===== src/sv/gdr_pkg.sv =====
// Package for the glyph digit renderer: shape codes, work item type, glyph table.
package gdr_pkg;

  localparam int unsigned NUM_DIGITS  = 10;
  localparam int unsigned GRID_CELLS  = 15;
  localparam logic [5:0]  BLOCK_SIZE_RESET = 6'd10;

  typedef enum logic [3:0] {
    SH_EMPTY   = 4'd0,
    SH_FULL    = 4'd1,
    SH_DISC_TL = 4'd2,
    SH_DISC_TR = 4'd3,
    SH_DISC_BR = 4'd4,
    SH_DISC_BL = 4'd5,
    SH_DIAG_TL = 4'd6,
    SH_DIAG_TR = 4'd7,
    SH_DIAG_BR = 4'd8,
    SH_DIAG_BL = 4'd9,
    SH_NOTCH_L = 4'd10,
    SH_NOTCH_R = 4'd11
  } shape_t;

  // One classified pixel request: block shape plus offsets inside the block.
  typedef struct packed {
    shape_t     shape;
    logic [5:0] px;
    logic [5:0] py;
  } work_t;

  typedef struct packed {
    logic full;
    logic empty;
  } q_stat_t;

  // Block shapes, row-major over the 3x5 grid.
  localparam logic [3:0] GLYPH_TABLE [NUM_DIGITS][GRID_CELLS] = '{
    '{4'd2, 4'd1, 4'd3, 4'd1, 4'd0, 4'd1, 4'd1, 4'd0, 4'd1, 4'd1, 4'd0, 4'd1, 4'd5, 4'd1, 4'd4},
    '{4'd0, 4'd1, 4'd0, 4'd1, 4'd1, 4'd0, 4'd0, 4'd1, 4'd0, 4'd0, 4'd1, 4'd0, 4'd1, 4'd1, 4'd1},
    '{4'd2, 4'd1, 4'd3, 4'd0, 4'd0, 4'd1, 4'd6, 4'd1, 4'd8, 4'd1, 4'd0, 4'd0, 4'd1, 4'd1, 4'd1},
    '{4'd2, 4'd1, 4'd3, 4'd0, 4'd0, 4'd1, 4'd0, 4'd1, 4'd11, 4'd0, 4'd0, 4'd1, 4'd5, 4'd1, 4'd4},
    '{4'd1, 4'd0, 4'd1, 4'd1, 4'd0, 4'd1, 4'd1, 4'd1, 4'd1, 4'd0, 4'd0, 4'd1, 4'd0, 4'd0, 4'd1},
    '{4'd1, 4'd1, 4'd1, 4'd1, 4'd0, 4'd0, 4'd1, 4'd1, 4'd7, 4'd0, 4'd0, 4'd1, 4'd5, 4'd1, 4'd4},
    '{4'd2, 4'd1, 4'd3, 4'd1, 4'd0, 4'd0, 4'd1, 4'd1, 4'd7, 4'd1, 4'd0, 4'd1, 4'd5, 4'd1, 4'd4},
    '{4'd1, 4'd1, 4'd1, 4'd0, 4'd6, 4'd8, 4'd6, 4'd8, 4'd0, 4'd1, 4'd0, 4'd0, 4'd1, 4'd0, 4'd0},
    '{4'd2, 4'd1, 4'd3, 4'd1, 4'd0, 4'd1, 4'd10, 4'd1, 4'd11, 4'd1, 4'd0, 4'd1, 4'd5, 4'd1, 4'd4},
    '{4'd2, 4'd1, 4'd3, 4'd1, 4'd0, 4'd1, 4'd9, 4'd1, 4'd1, 4'd0, 4'd0, 4'd1, 4'd5, 4'd1, 4'd4}
  };

endpackage


===== src/sv/gdr_front.sv =====
// Front end: maps a pixel request to a block shape and in-block offsets.
module gdr_front (
  input  logic [5:0]     block_size,
  input  logic [3:0]     digit_value,
  input  logic [7:0]     pixel_col,
  input  logic [8:0]     pixel_row,
  output gdr_pkg::work_t work
);

  logic [8:0] p1, p2, p3, p4, p5;
  logic [8:0] col9;
  logic       c_ge1, c_ge2, c_ge3;
  logic       r_ge1, r_ge2, r_ge3, r_ge4, r_ge5;
  logic [8:0] col_base, row_base;
  logic [8:0] px_full, py_full;
  logic [1:0] bc;
  logic [2:0] br;
  logic [3:0] grid_idx;
  logic [3:0] digit_idx;
  logic       digit_ok;
  logic       dark;

  // Pitch multiples; pitch is at most 64, so 5*pitch fits in 9 bits.
  assign p1 = {2'b00, 7'(block_size) + 7'd1};
  assign p2 = {p1[7:0], 1'b0};
  assign p3 = p1 + p2;
  assign p4 = {p1[6:0], 2'b00};
  assign p5 = p4 + p1;

  assign col9  = {1'b0, pixel_col};
  assign c_ge1 = col9 >= p1;
  assign c_ge2 = col9 >= p2;
  assign c_ge3 = col9 >= p3;
  assign r_ge1 = pixel_row >= p1;
  assign r_ge2 = pixel_row >= p2;
  assign r_ge3 = pixel_row >= p3;
  assign r_ge4 = pixel_row >= p4;
  assign r_ge5 = pixel_row >= p5;

  always_comb begin
    if (c_ge2) begin
      col_base = p2;
      bc       = 2'd2;
    end else if (c_ge1) begin
      col_base = p1;
      bc       = 2'd1;
    end else begin
      col_base = '0;
      bc       = 2'd0;
    end
    if (r_ge4) begin
      row_base = p4;
      br       = 3'd4;
    end else if (r_ge3) begin
      row_base = p3;
      br       = 3'd3;
    end else if (r_ge2) begin
      row_base = p2;
      br       = 3'd2;
    end else if (r_ge1) begin
      row_base = p1;
      br       = 3'd1;
    end else begin
      row_base = '0;
      br       = 3'd0;
    end
  end

  assign px_full  = col9 - col_base;
  assign py_full  = pixel_row - row_base;
  assign grid_idx = {br, 1'b0} + {1'b0, br} + {2'b00, bc};

  assign digit_ok  = digit_value <= 4'd9;
  assign digit_idx = digit_ok ? digit_value : 4'd0;

  // Offset equal to block_size means the gap line.
  assign dark = !digit_ok || (block_size == 6'd0) || c_ge3 || r_ge5
             || (px_full == {3'b000, block_size}) || (py_full == {3'b000, block_size});

  always_comb begin
    work.px    = px_full[5:0];
    work.py    = py_full[5:0];
    work.shape = dark ? gdr_pkg::SH_EMPTY
                      : gdr_pkg::shape_t'(gdr_pkg::GLYPH_TABLE[digit_idx][grid_idx]);
  end

endmodule


===== src/sv/gdr_queue.sv =====
// Two-entry queue of classified requests between front and back end.
module gdr_queue (
  input  logic               clk,
  input  logic               rst,
  input  logic               push,
  input  gdr_pkg::work_t     wdata,
  input  logic               pop,
  output gdr_pkg::work_t     rdata,
  output gdr_pkg::q_stat_t   stat
);

  gdr_pkg::work_t mem [2];
  logic           wr_ptr, rd_ptr;
  logic [1:0]     count;
  logic           do_push, do_pop;

  assign stat.full  = count == 2'd2;
  assign stat.empty = count == 2'd0;
  assign do_push    = push && !stat.full;
  assign do_pop     = pop && !stat.empty;
  assign rdata      = mem[rd_ptr];

  always_ff @(posedge clk) begin
    if (rst) begin
      wr_ptr <= 1'b0;
      rd_ptr <= 1'b0;
      count  <= 2'd0;
    end else begin
      if (do_push) begin
        wr_ptr <= !wr_ptr;
      end
      if (do_pop) begin
        rd_ptr <= !rd_ptr;
      end
      if (do_push && !do_pop) begin
        count <= count + 2'd1;
      end else if (do_pop && !do_push) begin
        count <= count - 2'd1;
      end
    end
  end

  always_ff @(posedge clk) begin
    if (do_push) begin
      mem[wr_ptr] <= wdata;
    end
  end

endmodule


===== src/sv/gdr_back.sv =====
// Back end: evaluates the block shape and queues the pixel result.
module gdr_back (
  input  logic             clk,
  input  logic             rst,
  input  logic [5:0]       block_size,
  input  gdr_pkg::work_t   work,
  input  logic             work_empty,
  output logic             work_pop,
  input  logic             pop,
  output logic             empty,
  output logic             pixel_on
);

  logic [5:0]  s, ix, iy;
  logic [11:0] r;
  logic [11:0] sq_px, sq_py, sq_ix, sq_iy;
  logic [6:0]  pxy;
  logic        lit;
  logic        res_mem [2];
  logic        wr_ptr, rd_ptr;
  logic [1:0]  count;
  logic        out_full, do_pop;

  assign s     = block_size - 6'd1;
  assign r     = 12'(s * s) + {6'd0, s};
  assign ix    = s - work.px;
  assign iy    = s - work.py;
  assign sq_px = 12'(work.px * work.px);
  assign sq_py = 12'(work.py * work.py);
  assign sq_ix = 12'(ix * ix);
  assign sq_iy = 12'(iy * iy);
  assign pxy   = {1'b0, work.px} + {1'b0, work.py};

  always_comb begin
    case (work.shape)
      gdr_pkg::SH_EMPTY:   lit = 1'b0;
      gdr_pkg::SH_FULL:    lit = 1'b1;
      gdr_pkg::SH_DISC_TL: lit = ({1'b0, sq_ix} + {1'b0, sq_iy}) <= {1'b0, r};
      gdr_pkg::SH_DISC_TR: lit = ({1'b0, sq_px} + {1'b0, sq_iy}) <= {1'b0, r};
      gdr_pkg::SH_DISC_BR: lit = ({1'b0, sq_px} + {1'b0, sq_py}) <= {1'b0, r};
      gdr_pkg::SH_DISC_BL: lit = ({1'b0, sq_ix} + {1'b0, sq_py}) <= {1'b0, r};
      gdr_pkg::SH_DIAG_TL: lit = pxy >= {1'b0, s};
      gdr_pkg::SH_DIAG_TR: lit = work.px <= work.py;
      gdr_pkg::SH_DIAG_BR: lit = pxy < {1'b0, block_size};
      gdr_pkg::SH_DIAG_BL: lit = work.py <= work.px;
      gdr_pkg::SH_NOTCH_L: lit = (pxy >= {1'b0, s}) || (work.py <= work.px);
      gdr_pkg::SH_NOTCH_R: lit = (work.px <= work.py) || (pxy < {1'b0, block_size});
      default:             lit = 1'b1;
    endcase
  end

  // Result queue, two deep so a pop and a new result can share a cycle.
  assign out_full = count == 2'd2;
  assign empty    = count == 2'd0;
  assign work_pop = !work_empty && !out_full;
  assign do_pop   = pop && !empty;
  assign pixel_on = res_mem[rd_ptr];

  always_ff @(posedge clk) begin
    if (rst) begin
      wr_ptr <= 1'b0;
      rd_ptr <= 1'b0;
      count  <= 2'd0;
    end else begin
      if (work_pop) begin
        wr_ptr <= !wr_ptr;
      end
      if (do_pop) begin
        rd_ptr <= !rd_ptr;
      end
      if (work_pop && !do_pop) begin
        count <= count + 2'd1;
      end else if (do_pop && !work_pop) begin
        count <= count - 2'd1;
      end
    end
  end

  always_ff @(posedge clk) begin
    if (work_pop) begin
      res_mem[wr_ptr] <= lit;
    end
  end

endmodule


===== src/sv/block_glyph_digit_pixel_renderer_unit.sv =====
// Top level of the blocky decimal glyph pixel renderer.
//
// Usage:
//   Request side is a queue write port: drive digit_value, pixel_col and
//   pixel_row with push high; the request is taken at an edge where full is low.
//   Result side is a queue read port: while empty is low, pixel_on holds the
//   oldest result; it is consumed at an edge where pop is high.
//   block_size is written through cfg_we/cfg_data (low 6 bits) while the
//   unit is idle; it takes effect for the next request.
// Path: the front end classifies an accepted request into a 2-entry queue, and
//   the back end evaluates its shape into a 2-entry result queue to be popped.
// Throughput: one request per cycle unless the result queue is full, set by the
//   combinational shape evaluator in the back end; push and pop may both fire
//   every cycle.
// Reset (rst, synchronous): both queues empty, block_size returns to 10.
// Stall: if pop stays low the result queue fills, the back end stops draining
//   the request queue, and full rises after at most four requests in flight.
module block_glyph_digit_pixel_renderer_unit (
  input  logic       clk,
  input  logic       rst,
  input  logic       push,
  output logic       full,
  input  logic [3:0] digit_value,
  input  logic [7:0] pixel_col,
  input  logic [8:0] pixel_row,
  input  logic       pop,
  output logic       empty,
  output logic       pixel_on,
  input  logic       cfg_we,
  input  logic [5:0] cfg_data
);

  logic             [5:0] block_size;
  gdr_pkg::work_t         front_work;
  gdr_pkg::work_t         q_head;
  gdr_pkg::q_stat_t       q_stat;
  logic                   q_pop;
  logic                   req_accept;

  // Config register
  always_ff @(posedge clk) begin
    if (rst) begin
      block_size <= gdr_pkg::BLOCK_SIZE_RESET;
    end else if (cfg_we) begin
      block_size <= cfg_data;
    end
  end

  assign full       = q_stat.full;
  assign req_accept = push && !q_stat.full;

  gdr_front u_front (
    .block_size  (block_size),
    .digit_value (digit_value),
    .pixel_col   (pixel_col),
    .pixel_row   (pixel_row),
    .work        (front_work)
  );

  gdr_queue u_queue (
    .clk   (clk),
    .rst   (rst),
    .push  (req_accept),
    .wdata (front_work),
    .pop   (q_pop),
    .rdata (q_head),
    .stat  (q_stat)
  );

  gdr_back u_back (
    .clk        (clk),
    .rst        (rst),
    .block_size (block_size),
    .work       (q_head),
    .work_empty (q_stat.empty),
    .work_pop   (q_pop),
    .pop        (pop),
    .empty      (empty),
    .pixel_on   (pixel_on)
  );

`ifndef NO_ASSERTIONS
  // Request queue only backs up behind a full result queue.
  a_full_implies_result: assert property (@(posedge clk) disable iff (rst)
    full |-> !empty)
    else $error("request queue full while result queue empty");

  // A request into an empty unit becomes poppable once it has passed the request queue and the result queue.
  a_latency: assert property (@(posedge clk) disable iff (rst)
    (req_accept && empty && q_stat.empty) |-> ##2 !empty)
    else $error("result missing two cycles after request");

  // Back end drains only a non-empty request queue.
  a_drain_valid: assert property (@(posedge clk) disable iff (rst)
    q_pop |-> !q_stat.empty)
    else $error("back end popped an empty request queue");
`endif

endmodule

===== config.mk =====
export PLATFORM = sky130hd
export DESIGN_NAME = block_glyph_digit_pixel_renderer_unit
export DESIGN_NICKNAME = d
export VERILOG_FILES = /design/src/sv/gdr_pkg.sv /design/src/sv/gdr_front.sv /design/src/sv/gdr_queue.sv /design/src/sv/gdr_back.sv /design/src/sv/block_glyph_digit_pixel_renderer_unit.sv
export SDC_FILE = /design/constraint.sdc
export NUM_CORES = 1
export LEC_CHECK = 0
export ABC_AREA = 1
export BUFFER_PORTS_ARGS = -buffer_cell sky130_fd_sc_hd__buf_2
export CAP_MARGIN = 40
export CORE_MARGIN = 5
export CORE_UTILIZATION = 50
export DETAILED_ROUTE_END_ITERATION = 7
export GPL_ROUTABILITY_DRIVEN = 1
export MAX_ROUTING_LAYER = met4
export PLACE_DENSITY_LB_ADDON = 0.05
export SLEW_MARGIN = 20
export SYNTH_ARGS = -nofsm -noshare
export SYNTH_HDL_FRONTEND = slang
export SYNTH_SLANG_ARGS = --single-unit

===== constraint.sdc =====
create_clock -name clk -period 7.15 [get_ports clk]
set_input_delay 0.3575 -clock clk [delete_from_list [all_inputs] [get_ports clk]]
set_output_delay 0.3575 -clock clk [all_outputs]
set_load 0.1 [all_outputs]

# After elaboration in Yosys (flattened, before gate mapping)

Memories as Yosys holds them, arrays and structs flattened. A register that Yosys moved wholly into a read port is not among the register bits.
Cells that the tools add are included.

Memories: 3
Flip-flop bits (word level): 14
Output and inout port bits: 3
Memory bits (read-only): 960
RAM bits: 34

$add $sub $neg: 20
Bitwise logic cells: 2
$mul: 5
Multiplexer cells: 32
Reduce and logical (&&, ||, !) cells: 35
Eq/ne operators: 14
Magnitude comparators: 19

Memory list:

| memory          | words | bits a word | rd ports | clocked after Yosys merged registers in | write ports | line            | source |
|---|---|---|---|---|---|---|---|
| (no name shown) | 16    | 60          | 1        | 0                                       | 0           | gdr_front.sv:84 | `: gdr_pkg::shape_t'(gdr_pkg::GLYPH_TABLE[digit_idx][grid_idx]);` |
| u_queue.mem     | 2     | 16          | 1        | 1                                       | 1           | gdr_queue.sv:12 | `gdr_pkg::work_t mem [2];` |
| u_back.res_mem  | 2     | 1           | 1        | 1                                       | 1           | gdr_back.sv:19  | `logic res_mem [2];` |

Operator list:

| operator             | count |
|---|---|
| $mux W60             | 2 |
| $mul A6 B6 Y12       | 5 |
| $add A12 B12 Y13     | 4 |
| $le A13 B12 Y1       | 4 |
| $mux W9              | 4 |
| $ge A9 B9 Y1         | 3 |
| $eq A9 B6 Y1         | 2 |
| $bmux W4 S4          | 1 |
| $eq A4 B3 Y1 const B | 4 |
| $eq A4 B4 Y1 const B | 4 |
| $mux W4              | 4 |
| $mux W7              | 2 |
| $logic_not A1 Y1     | 13 |
| $add A12 B6 Y12      | 1 |
| $le A6 B6 Y1         | 2 |
| $sub A6 B6 Y6        | 2 |
| $pmux W1 S11         | 1 |
| $ge A5 B5 Y1 const B | 2 |
| $mux W1              | 10 |
| $mux W2              | 5 |
| $not A4 Y5           | 2 |
| $add A7 B8 Y9        | 1 |
| $add A9 B7 Y9        | 1 |
| $ge A8 B9 Y1         | 1 |
| 25 further kinds     | 47 |

# Logic depth before layout (Yosys ltp)

Depth in word-level cells: 13
Gate-level depth with buffers: 51
Gate-level depth less buffers: 49

# Hierarchy

From an unflattened synthesis, not the netlist that was laid out.

Cell total of the unflattened synthesis: 1853
Area total of the unflattened synthesis: 13249.0 µm²

Modules (own cells, without submodules):

| module                                | area each (µm²) | seq. area each (µm²) | cells an instance | instances |
|---|---|---|---|---|
| gdr_back                              | 7951.4          | 160.2                | 1152              | 1 |
| gdr_front                             | 3583.4          | 0.0                  | 577               | 1 |
| gdr_queue                             | 1457.6          | 1061.0               | 87                | 1 |
| block_glyph_digit_pixel_renderer_unit | 256.5           | 120.1                | 37                | 1 |

# Worst setup path after synthesis

Ideal clock, no wire load.

Kind: register to register
Start point: reg block_size[0]
End point: mem u_back.res_mem[0] (data pin)
Arrival: 7323 ps
Slack: -308 ps
Cell stages (with the launch flop): 50
Period minus slack after synthesis: 7458 ps
Setup time: 135 ps
Path through: dfxtp_1 -> inv_2 -> ha_1 -> xnor2_1 -> inv_1 -> ha_1 -> a21oi_1 -> nand2_1 -> nand2_1 -> nand2_1 -> a21oi_1 -> xnor2_2 -> inv_2 -> nor2_1 -> fa_1 -> inv_1 -> fa_1 -> inv_1 -> (+14 left out) -> nand2_1 -> nand2_1 -> nand2_1 -> nand2_1 -> nand3b_1 -> nand2_1 -> xor2_1 -> inv_1 -> ha_1 -> inv_1 -> nor2_1 -> nand3_1 -> or4_1 -> nand2_1 -> nand2_1 -> a21oi_1 -> nor2_1 -> nand2_1

Cells in the longest elaborated chain, start to end: 6
Elaborated cells between the ends (all ways): 19
Classes of those cells: add/sub (7); mul (3); order compare (6); mux (1); reduce/logical (2)

RTL lines:

| element                                    | line                                           | source |
|---|---|---|
| start, declared                            | block_glyph_digit_pixel_renderer_unit.sv:33    | `logic [5:0] block_size;` |
| start signal, assigned                     | block_glyph_digit_pixel_renderer_unit.sv:43    | `block_size <= gdr_pkg::BLOCK_SIZE_RESET;` |
| start signal, assigned                     | block_glyph_digit_pixel_renderer_unit.sv:45    | `block_size <= cfg_data;` |
| $sub A6 B1 Y6                              | gdr_back.sv:24                                 | `assign s = block_size - 6'd1;` |
| $sub A6 B6 Y6, on equally long branches    | gdr_back.sv:26, gdr_back.sv:27                 |  |
| $mul A6 B6 Y12, on equally long branches   | gdr_back.sv:30, gdr_back.sv:31                 |  |
| $add A12 B12 Y13, on equally long branches | gdr_back.sv:41, gdr_back.sv:38, gdr_back.sv:39 |  |
| $le A13 B12 Y1, on equally long branches   | gdr_back.sv:41, gdr_back.sv:38, gdr_back.sv:39 |  |
| $pmux W1 S11 *                             | gdr_back.sv:35                                 | `case (work.shape)` |
| via u_back.lit                             | gdr_back.sv:18                                 | `logic lit;` |
| end, declared                              | gdr_back.sv:19                                 |  |

Mark *: on every way through the listed nets, which the timed path passes. The rest lies on a longest branch.

# Worst setup path after layout

Start point: reg block_size[1]
End point: mem u_back.res_mem[0] (data pin)

Same word-level chain as after synthesis.

==> flow_summary_export.csv <==
group,metric,value,unit
run_status,run_status,"completed",
cells_and_area,num-fill-cells,2543,
placement,dp.cells,2402,
cells_and_area,multi_input_area,10900,µm²
clock_tree,ctsHoldBuffers,0,
die,die_h,173,µm
clock_tree,cts_tree,"yes",
critical_path,r2r_end,"u_back.res_mem[0]",
placement,routabilityCongestion,0.913,
yosys,syn-num-nets,2283,
critical_path,timing.rr.start,"block_size[1]",
die,rows,59,
timing,fmax,0.142,GHz
die,die-width,173,µm
detailed_routing,dr.first_iter.drc_count,621,
placement,placed_area,14800,µm²
yosys,netlist_top_cells_area,"ha_1 27%, nand2_1 12%, inv_1 9.2%",
grt,grtUsageTotal,24.2,%
critical_path,crit_fanout,4,
hold_path,min_to,"block_size[3]",
yosys,netlist_area,13200,µm²
critical_path,critPathLaunch,"block_size[1]",
placement,hpwl,31300,µm
critical_path,slowest_delay,0.52,ns
yosys,yosys_most_used_dff,"edfxtp_1",
timing,worstMarginPinSlew,0.760,ns
cells_and_area,final_nets,2455,
yosys,ys_seq_area_share,10.1,%
timing,finalCritPeriodShare,98.8,%
yosys,yosysWarningCount,0,
placement,place_ws,-0.273,ns
detailed_routing,vias,12722,
critical_path,cp-start-kind,"flip-flop",
critical_path,cp.required,7.29,ns
yosys,yosysMostFrequentCell,"nand2_1",
clock_tree,cts_buffers,5,
die,dieArea,29800,µm²
timing,layout_min_cycle_time,7.06,ns
yosys,syn_avg_cell_area,6.93,µm²
cells_and_area,final_cells,2418,
yosys,async_reset_ff_share,0,%
critical_path,crit_top_cell,"nand2_2",
critical_path,rrSetupSlack,0.09,ns
detailed_routing,wirelength,36800,µm
critical_path,worstPathArrival,7.21,ns
yosys,ys_ff_latch,50,
yosys,syn-instance-count,1909,
grt,grt_first_pass_wirelength,59300,µm
timing,slew_violations,0,
detailed_routing,post_drt_wl_per_cell,15.2,µm
hold_path,hold_path_class,"input pin to flip-flop",
run,maxCapViolations,0,
critical_path,reg2reg_depth,49,
grt,grt-ovfl-total,0,
yosys,synth.largest_area_cell,"ha_1",
detailed_routing,drc_errors,0,
timing,skew,0.00408,ns
cells_and_area,synthToLayoutAreaGrowth,16.7,%
die,coreArea,26100,µm²
yosys,synthTopCellsByCount,"433 x nand2_1, 324 x inv_1, 289 x ha_1",
yosys,synth_edf_count,34,
grt,grt_pass1_vias,12070,
hold_path,hp-start,"cfg_data[3]",
hold_path,whs_path_depth,3,
clock_tree,clk_root_buffer_cell,"clkbuf_16",
detailed_routing,antenna_left,0,
timing,setup_viol,0,
detailed_routing,dr.pass1.iters,6,
clock_tree,clk_path_buf_depth,2,
clock_tree,clock_sinks,50,
grt,antenna_found_initial,1,
cells_and_area,design_area,15400,µm²
timing,rsz0062_at_grt,"yes",
critical_path,end_kind,"flip-flop",
critical_path,worstSetupPathType,"flip-flop to flip-flop",
detailed_routing,via_per_inst,5.26,
yosys,synth_top_cell_area_share,27.3,%
grt,grt_max_degree,18,
yosys,synth_cell_types,58,
cells_and_area,drive_above_1_share,15.2,%
timing,relSlewSlack,48.9,%
timing,final.setup.worst_slack,0.0868,ns
clock_tree,insertion_delay,0.28,ns
die,start_util,50.8,%
clock_tree,htreeDepth,2,
cells_and_area,ff_latch_area,1350,µm²
clock_tree,clk_pin_slew_worst_paths,0.07,ns
timing,finalHoldViolations,0,
die,io_pins,35,
timing,tns,0,ns
critical_path,worst_path_max_delay_cell,"fa_1",
placement,port_buffers,34,
==> logic make-up (layout without fill, tap and decap cells) <==
family,Yosys count,count (layout),synth area share [%]
adder cells (fa/ha/maj),342,342,35.3
AND/OR/NAND/NOR,757,757,24.2
other,0,1,0
flip-flops,50,50,10.1
buffers and inverters,357,530,10.3
XOR/XNOR,108,108,7.49
AO/OA/AOI/OAI,293,293,12.4
multiplexers,2,2,0.161
==> registers in the layout (all words and copies together) (netlist names), named ones only <==
register        count
u_queue.wr_ptr      1
block_size          6
u_back.count        2
u_back.rd_ptr       1
u_queue.mem        32
u_queue.rd_ptr      1
u_back.wr_ptr       1
u_queue.count       2
u_back.res_mem      2
==> per-layer routing <==
metal  part of all wire (%)  global-route usage (%)  vias to the layer above
met2                     50                    43.7                      278
met4                    3.2                    6.52                        0
met1                     43                    29.6                     5771
li1                       -                       -                     6604
met3                    3.6                    1.29                       69
met5                      0                       -                        -
==> final cells by class <==
class	count	share of cell area [%]
Clock buffer	5	0.810
Sequential cell	50	8.71
Inverter	345	8.45
Tap cell	335	2.71
Clock inverter	3	0.308
Timing Repair Buffer	177	8.13
Multi-Input combinational cell	1502	70.9
Antenna cell	1	0.0162
==> worst max-delay path by stage <==
stage	end	slack [ns]	cells after the start
6_report	u_back.res_mem[0]	0.09	49
5_1_grt	u_back.res_mem[1]	-0.31	49
4_1_cts	u_back.res_mem[1]	0.004	50
3_5_place_dp	u_back.res_mem[0]	-0.27	49
3_3_place_gp	u_back.res_mem[0]	-0.12	46
2_1_floorplan	u_back.res_mem[0]	0.001	47
==> critical path: cells and delay by family, from the launching register on <==
kind	cells	cell delay, ns
adder cells (fa/ha/maj)	8	2.77
AND/OR/NAND/NOR	24	2.20
buffers and inverters	10	0.61
XOR/XNOR	4	0.56
AO/OA/AOI/OAI	3	0.43
flip-flops	1	0.33
==> layout by cell type, fill, tap and decap left out, types with 4 or more instances in the layout <==
| master | n |
|---|---|
| nor2_2 | 11 |
| o22ai_1 | 5 |
| a22oi_1 | 9 |
| ha_1 | 271 |
| clkbuf_16 | 5 |
| xnor2_2 | 5 |
| or2_2 | 7 |
| nand2_1 | 422 |
| o21a_1 | 7 |
| inv_4 | 4 |
| nor3_1 | 8 |
| a31oi_1 | 8 |
| inv_2 | 32 |
| o21ai_0 | 64 |
| xnor2_1 | 36 |
| xor2_1 | 60 |
| dfxtp_1 | 13 |
| xor2_2 | 6 |
| o21ai_2 | 7 |
| o31ai_1 | 5 |
| edfxtp_1 | 34 |
| nor2_1 | 142 |
| buf_4 | 142 |
| fa_1 | 52 |
| o21ai_1 | 13 |
| nand3b_1 | 13 |
| nand4_1 | 30 |
| nand3_1 | 93 |
| a21oi_1 | 133 |
| o211ai_1 | 8 |
| o21bai_1 | 7 |
| nand2_2 | 15 |
| inv_1 | 307 |
| buf_2 | 34 |
| ha_4 | 17 |
| a21oi_2 | 7 |
==> stage by stage <==
stage                     utilization [%]  hold slack [ns]
after floorplan                         -            0.426
after CTS                            58.1            0.334
after global routing                 59.3            0.358
after detailed placement             56.9            0.448
after global placement               56.9            0.440
final                                59.3            0.337
==> timing repair <==
item,in CTS,in global routing
setup endpoints to repair,2,2
pin swaps,12,54
buffers inserted,1,7
gates resized for setup,21,58
Power is not shown: default switching activity piles up to over one toggle a cycle in this logic, so the estimate is an artifact.
